## config.mk

```make
export PLATFORM = sky130hd
export DESIGN_NAME = sha256_core
export DESIGN_NICKNAME = d
export VERILOG_FILES = /design/src/hw/rtl/sha256_pkg.sv /design/src/hw/rtl/sha256_core.sv
export SDC_FILE = /design/constraint.sdc
export NUM_CORES = 2
export LEC_CHECK = 0
export ABC_AREA = 1
export BUFFER_PORTS_ARGS = -buffer_cell sky130_fd_sc_hd__buf_2
export CAP_MARGIN = 30
export CORE_MARGIN = 2
export CORE_UTILIZATION = 45
export CTS_BUF_LIST = sky130_fd_sc_hd__clkbuf_8
export DETAILED_ROUTE_END_ITERATION = 10
export GPL_TIMING_DRIVEN = 0
export PLACE_DENSITY_LB_ADDON = 0.08
export SYNTH_ARGS = -nofsm -noshare
export SYNTH_HDL_FRONTEND = slang
export SYNTH_SLANG_ARGS = --single-unit
```

## constraint.sdc

```tcl
create_clock -name clk -period 40.2 [get_ports clk]
set_input_delay 6.03 -clock clk [delete_from_list [all_inputs] [get_ports clk]]
set_output_delay 6.03 -clock clk [all_outputs]
set_load 0.05 [all_outputs]
```

## src/hw/rtl/sha256_pkg.sv

```systemverilog
// types, constants and round functions shared by the sha-256 hash engine
`timescale 1ns / 1ps

package sha256_pkg;

    typedef logic [31:0] word_t;
    typedef logic [7:0][31:0] hash_state_t;
    typedef logic [15:0][31:0] block_t;

    typedef enum logic [2:0] {
        ST_IDLE,
        ST_MERGE,
        ST_COMPRESS,
        ST_PAD_MARK,
        ST_PAD_ZERO,
        ST_PAD_LEN,
        ST_OUTPUT
    } state_t;

    typedef struct packed {
        logic start;
        logic init;
    } core_ctrl_t;

    localparam logic [7:0] PAD_MARK    = 8'h80;
    localparam logic [6:0] LEN_POS     = 7'd56;
    localparam logic [6:0] BLOCK_BYTES = 7'd64;
    localparam logic [3:0] MAX_BYTES   = 4'd8;
    localparam logic [2:0] LAST_INDEX  = 3'd7;
    localparam logic [5:0] LAST_ROUND  = 6'd63;

    localparam word_t HASH_INIT [8] = '{
        32'h6a09e667, 32'hbb67ae85, 32'h3c6ef372, 32'ha54ff53a,
        32'h510e527f, 32'h9b05688c, 32'h1f83d9ab, 32'h5be0cd19
    };

    localparam word_t ROUND_K [64] = '{
        32'h428a2f98, 32'h71374491, 32'hb5c0fbcf, 32'he9b5dba5,
        32'h3956c25b, 32'h59f111f1, 32'h923f82a4, 32'hab1c5ed5,
        32'hd807aa98, 32'h12835b01, 32'h243185be, 32'h550c7dc3,
        32'h72be5d74, 32'h80deb1fe, 32'h9bdc06a7, 32'hc19bf174,
        32'he49b69c1, 32'hefbe4786, 32'h0fc19dc6, 32'h240ca1cc,
        32'h2de92c6f, 32'h4a7484aa, 32'h5cb0a9dc, 32'h76f988da,
        32'h983e5152, 32'ha831c66d, 32'hb00327c8, 32'hbf597fc7,
        32'hc6e00bf3, 32'hd5a79147, 32'h06ca6351, 32'h14292967,
        32'h27b70a85, 32'h2e1b2138, 32'h4d2c6dfc, 32'h53380d13,
        32'h650a7354, 32'h766a0abb, 32'h81c2c92e, 32'h92722c85,
        32'ha2bfe8a1, 32'ha81a664b, 32'hc24b8b70, 32'hc76c51a3,
        32'hd192e819, 32'hd6990624, 32'hf40e3585, 32'h106aa070,
        32'h19a4c116, 32'h1e376c08, 32'h2748774c, 32'h34b0bcb5,
        32'h391c0cb3, 32'h4ed8aa4a, 32'h5b9cca4f, 32'h682e6ff3,
        32'h748f82ee, 32'h78a5636f, 32'h84c87814, 32'h8cc70208,
        32'h90befffa, 32'ha4506ceb, 32'hbef9a3f7, 32'hc67178f2
    };

    function automatic word_t rotr(input word_t x, input int r);
        return word_t'((x >> r) | (x << (32 - r)));
    endfunction

    function automatic word_t big_sigma0(input word_t x);
        return rotr(x, 2) ^ rotr(x, 13) ^ rotr(x, 22);
    endfunction

    function automatic word_t big_sigma1(input word_t x);
        return rotr(x, 6) ^ rotr(x, 11) ^ rotr(x, 25);
    endfunction

    function automatic word_t small_sigma0(input word_t x);
        return rotr(x, 7) ^ rotr(x, 18) ^ (x >> 3);
    endfunction

    function automatic word_t small_sigma1(input word_t x);
        return rotr(x, 17) ^ rotr(x, 19) ^ (x >> 10);
    endfunction

endpackage

```

## src/hw/rtl/sha256_core.sv

```systemverilog
// sha-256 compression unit: one round per cycle with a rolling 16-word schedule
`timescale 1ns / 1ps

module sha256_core (
    input  logic                   clk,
    input  logic                   rst_n,
    input  sha256_pkg::core_ctrl_t ctrl,
    input  sha256_pkg::block_t     block,
    output logic                   done,
    output sha256_pkg::hash_state_t hash
);

    sha256_pkg::hash_state_t h_reg;
    sha256_pkg::hash_state_t v_reg;
    sha256_pkg::hash_state_t v_next;
    sha256_pkg::word_t       w_reg [16];
    sha256_pkg::word_t       w_new;
    sha256_pkg::word_t       t1;
    sha256_pkg::word_t       t2;
    logic [5:0]              round_reg;
    logic                    busy_reg;
    logic                    fin_reg;

    always_comb
    begin
        t1 = v_reg[7] + sha256_pkg::big_sigma1(v_reg[4])
           + ((v_reg[4] & v_reg[5]) ^ (~v_reg[4] & v_reg[6]))
           + sha256_pkg::ROUND_K[round_reg] + w_reg[0];
        t2 = sha256_pkg::big_sigma0(v_reg[0])
           + ((v_reg[0] & v_reg[1]) ^ (v_reg[0] & v_reg[2]) ^ (v_reg[1] & v_reg[2]));
        v_next[7] = v_reg[6];
        v_next[6] = v_reg[5];
        v_next[5] = v_reg[4];
        v_next[4] = v_reg[3] + t1;
        v_next[3] = v_reg[2];
        v_next[2] = v_reg[1];
        v_next[1] = v_reg[0];
        v_next[0] = t1 + t2;
        w_new = w_reg[0] + sha256_pkg::small_sigma0(w_reg[1]) + w_reg[9]
              + sha256_pkg::small_sigma1(w_reg[14]);
    end

    always_ff @(posedge clk or negedge rst_n)
    begin
        if (!rst_n)
        begin
            busy_reg  <= 1'b0;
            fin_reg   <= 1'b0;
            round_reg <= '0;
            for (int i = 0; i < 8; i++)
            begin
                h_reg[i] <= sha256_pkg::HASH_INIT[i];
            end
        end
        else
        begin
            if (ctrl.init)
            begin
                for (int i = 0; i < 8; i++)
                begin
                    h_reg[i] <= sha256_pkg::HASH_INIT[i];
                end
            end
            if (ctrl.start)
            begin
                busy_reg  <= 1'b1;
                round_reg <= '0;
            end
            else if (busy_reg)
            begin
                round_reg <= round_reg + 6'd1;
                if (round_reg == sha256_pkg::LAST_ROUND)
                begin
                    busy_reg <= 1'b0;
                    fin_reg  <= 1'b1;
                end
            end
            if (fin_reg)
            begin
                fin_reg <= 1'b0;
                for (int i = 0; i < 8; i++)
                begin
                    h_reg[i] <= h_reg[i] + v_reg[i];
                end
            end
        end
    end

    always_ff @(posedge clk)
    begin
        if (ctrl.start)
        begin
            v_reg <= h_reg;
            for (int i = 0; i < 16; i++)
            begin
                w_reg[i] <= block[15 - i];
            end
        end
        else if (busy_reg)
        begin
            v_reg <= v_next;
            for (int i = 0; i < 15; i++)
            begin
                w_reg[i] <= w_reg[i + 1];
            end
            w_reg[15] <= w_new;
        end
    end

    assign done = fin_reg;
    assign hash = h_reg;

endmodule

```

==> results.md <==
* Cells on worst reg2reg path at 30
* Hold crit path type: reg2reg
* Commonest non-fill, non-tap cell in the layout: nand2_1
* Status: complete, no violations
* # IOs at 773
* Die ar. at 172000 sq um
* Final period utilization at 25.3%
* Number of enable flip-flop cells after synthesis at 768
* Die Span Y at 415 um
* Final setup skew at 0.0477 ns
* Seq/Total Area, Yosys at 39.3%
* Post-layout nets at 11900
* Detailed Routing Iterations Pass 1 at 7
* Ys flop type: edfxtp_1
* Total Wirelength at 371 mm
* Skew-Pair Late Insertion Delay at 1.03 ns
* Post-Layout Cell Count at 13200
* WL met2 at 161 mm
* Routed wire per std cell at 28.1 um
* Total track usage at 41.9%
* Minimum clock period at 10.18 ns
* Ys async rst share at 25.6%
* Library cells used by synthesis at 74
* # setup viols final at 0
* Initial antenna violation count at 44
* Required @ worst endpoint at 40.92 ns
* First-pass GRT wire length at 515 mm
* Rows at 150
* Cells after Synth at 9842
* Post-route cell area at 87000 sq um
* Startpoint types: register
* Post-route ant nets at 0
* Largest cells by area after synthesis: edfxtp_1 30%, nand2_1 17%, ha_1 6.5%, inv_1 5.8%, fa_1 5.1%
* # clock sinks at 1032
* GPL Wtd Cong at 1.09
* Slew @ Worst Pin at 1.12 ns
* Top-area cell type share of the netlist area at 30.4%
* Min-delay src: w_reg[3][30]
* Setup TNS at 0 ns
* Slew Limit Fails at 0
* Avg Vias per Cell at 5.74
* Commonest non-fill, non-tap cells in the layout: 3391 x nand2_1, 1223 x inv_1, 865 x buf_2
* Worst Hold End: w_reg[2][126]
* Max_cap viols at 0
* Final Hold Viols at 0
* Syn Nets at 10900
* Ratio of cells with drive above 1 in the final layout at 13.1%
* HPWL reported at the end of detailed placement at 304 mm
* Yosys Warn Count at 0
* CP endpoint kind: register
* Max reg flops at 512
* Arrival time at the worst endpoint at 10.90 ns
* Highest metal used: met5
* Critical-path top delay cell: dfrtp_1
* Core area at 167000 sq um
* Postcts setup bufs at 0
* DR WL met3 at 38.1 mm
* Depth of the CTS H-tree at 4
* Initial Util at 45.3%
* Largest net degree at the start of global routing at 148
* Max Buffers Root-to-Sink at 3
* CTS Buf Count at 181
* CP peak stage delay at 0.86 ns
* Crit-path max FO at 14
* Cell area after placement at 83300 sq um
* Hold-fix buffers at CTS at 0
* Critical path's most frequent cell: inv_1
* Vias in the first global route at 71800
* FF-to-FF End: v_next[51]
* Post-CTS Resized at 0
* R2R Setup Slk at 30.02 ns
* I/O Buffers at 772
* Die Wd at 415 um
* Syn_area_per_cell at 7.71 sq um
* Clock root buffer: clkbuf_8
* M1 wire length at 143 mm
* Routed vias at 75800
* Netlist Area Pre-Place at 75900 sq um
* Number of DRC markers in iteration 0 at 9587
* CTS tree: built
* Area grow syn2layout at 14.7%
* Rel. slew slack at 25.6%
* Yosys reg bits at 1032
* Worst Hold Path Cells at 2
* DR DRC count at 0
* Inst Count DP at 12900
* Unrepaired setup endpoints after global routing: false
* Synth area leader: edfxtp_1
* Clock Pin Slew Worst Setup and Hold Paths at 0.08 ns
* Critical R2R Launch: round_reg[0]
* GRT overflow at 0
* Top achievable clock speed at 98.2 MHz
* CP Class: reg2reg
==> per-stage QoR <==
step,setup WS (ns),utilization (%),hold WS [ns]
after floorplan,17.68,-,0.487
after global placement,9.62,49.3,0.479
after detailed placement,30.47,49.8,0.493
after CTS,30.42,51.9,0.477
after global routing,29.92,52.0,0.523
final,30.02,52.0,0.476
==> Yosys cell counts, types with 5 or more instances <==
cell type / instances
a21boi_0: 19
a21o_1: 53
a21oi_1: 526
a21oi_2: 6
a22o_1: 5
a22oi_1: 6
a31oi_1: 35
buf_1: 24
buf_2: 89
clkbuf_1: 208
dfrtp_1: 128
dfstp_2: 136
edfxtp_1: 768
fa_1: 195
ha_1: 393
inv_1: 1176
inv_2: 6
nand2_1: 3391
nand2_2: 20
nand3_1: 412
nand3_2: 12
nand3b_1: 26
nand4_1: 90
nor2_1: 627
nor2_2: 6
nor3_1: 76
nor4_1: 11
nor4_2: 5
o211ai_1: 35
o21a_1: 33
o21ai_0: 629
o21ai_1: 38
o21ai_2: 17
o21bai_1: 72
o221ai_1: 10
o22ai_1: 83
o311ai_0: 9
o31ai_1: 8
o32ai_1: 6
or2_2: 38
xnor2_1: 152
xor2_1: 204
==> kinds of logic (layout without fill, tap and decap cells) <==
kind of cell	after synthesis	in the layout	synth area share, %
flops	1032	1032	39.3
other cells	0	21	0
compound gates	1619	1619	12.1
fa+ha+maj	589	589	11.6
xor+xnor	358	358	4.15
simple gates	4735	4735	25.2
buf+inv	1509	2655	7.63
==> cell type report <==
| type | count | area [sq um] |
|---|---|---|
| flip-flops and latches | 1032 | 29800 |
| well taps | 2204 | 2760 |
| inverters | 1184 | 4450 |
| multi-input cells | 7301 | 40300 |
| plain buffers | 325 | 1360 |
| clock buffers | 194 | 2670 |
| fillers | 16600 | 80400 |
| diodes | 21 | 52.6 |
| clock inverters | 138 | 986 |
| repair buffers | 814 | 4640 |
==> critical path: cells and delay by family, from the launching register on <==
kind | cells | cell delay (ns)
fa+ha+maj | 6 | 3.05
flops | 1 | 0.86
simple gates | 6 | 1.47
xor+xnor | 2 | 0.89
buf+inv | 8 | 1.56
compound gates | 8 | 2.07
==> routing by layer <==
| layer | vias up | GRT usage, % |
|---|---|---|
| met1 | 35900 | 53.5 |
| li1 | 34300 | - |
| met3 | 1023 | 9.61 |
| met2 | 4549 | 64.1 |
| met4 | 50 | 27.0 |
| met5 | - | 0 |
==> worst max-delay path by stage <==
stage                    to  slack, ns    startpoint  cells after the start
4_1_cts          v_next[51]      30.42  round_reg[0]                     30
2_1_floorplan  round_reg[0]      17.68       ctrl[1]                      5
6_report         v_next[51]      30.02  round_reg[0]                     30
3_3_place_gp   round_reg[0]       9.62       ctrl[1]                      6
5_1_grt          v_next[51]      29.92  round_reg[0]                     29
3_5_place_dp     v_next[51]      30.47  round_reg[0]                     30
Power is left out: the tool's default activity adds up to more than one toggle a clock period on the data nets, which glitch-free logic cannot reach.
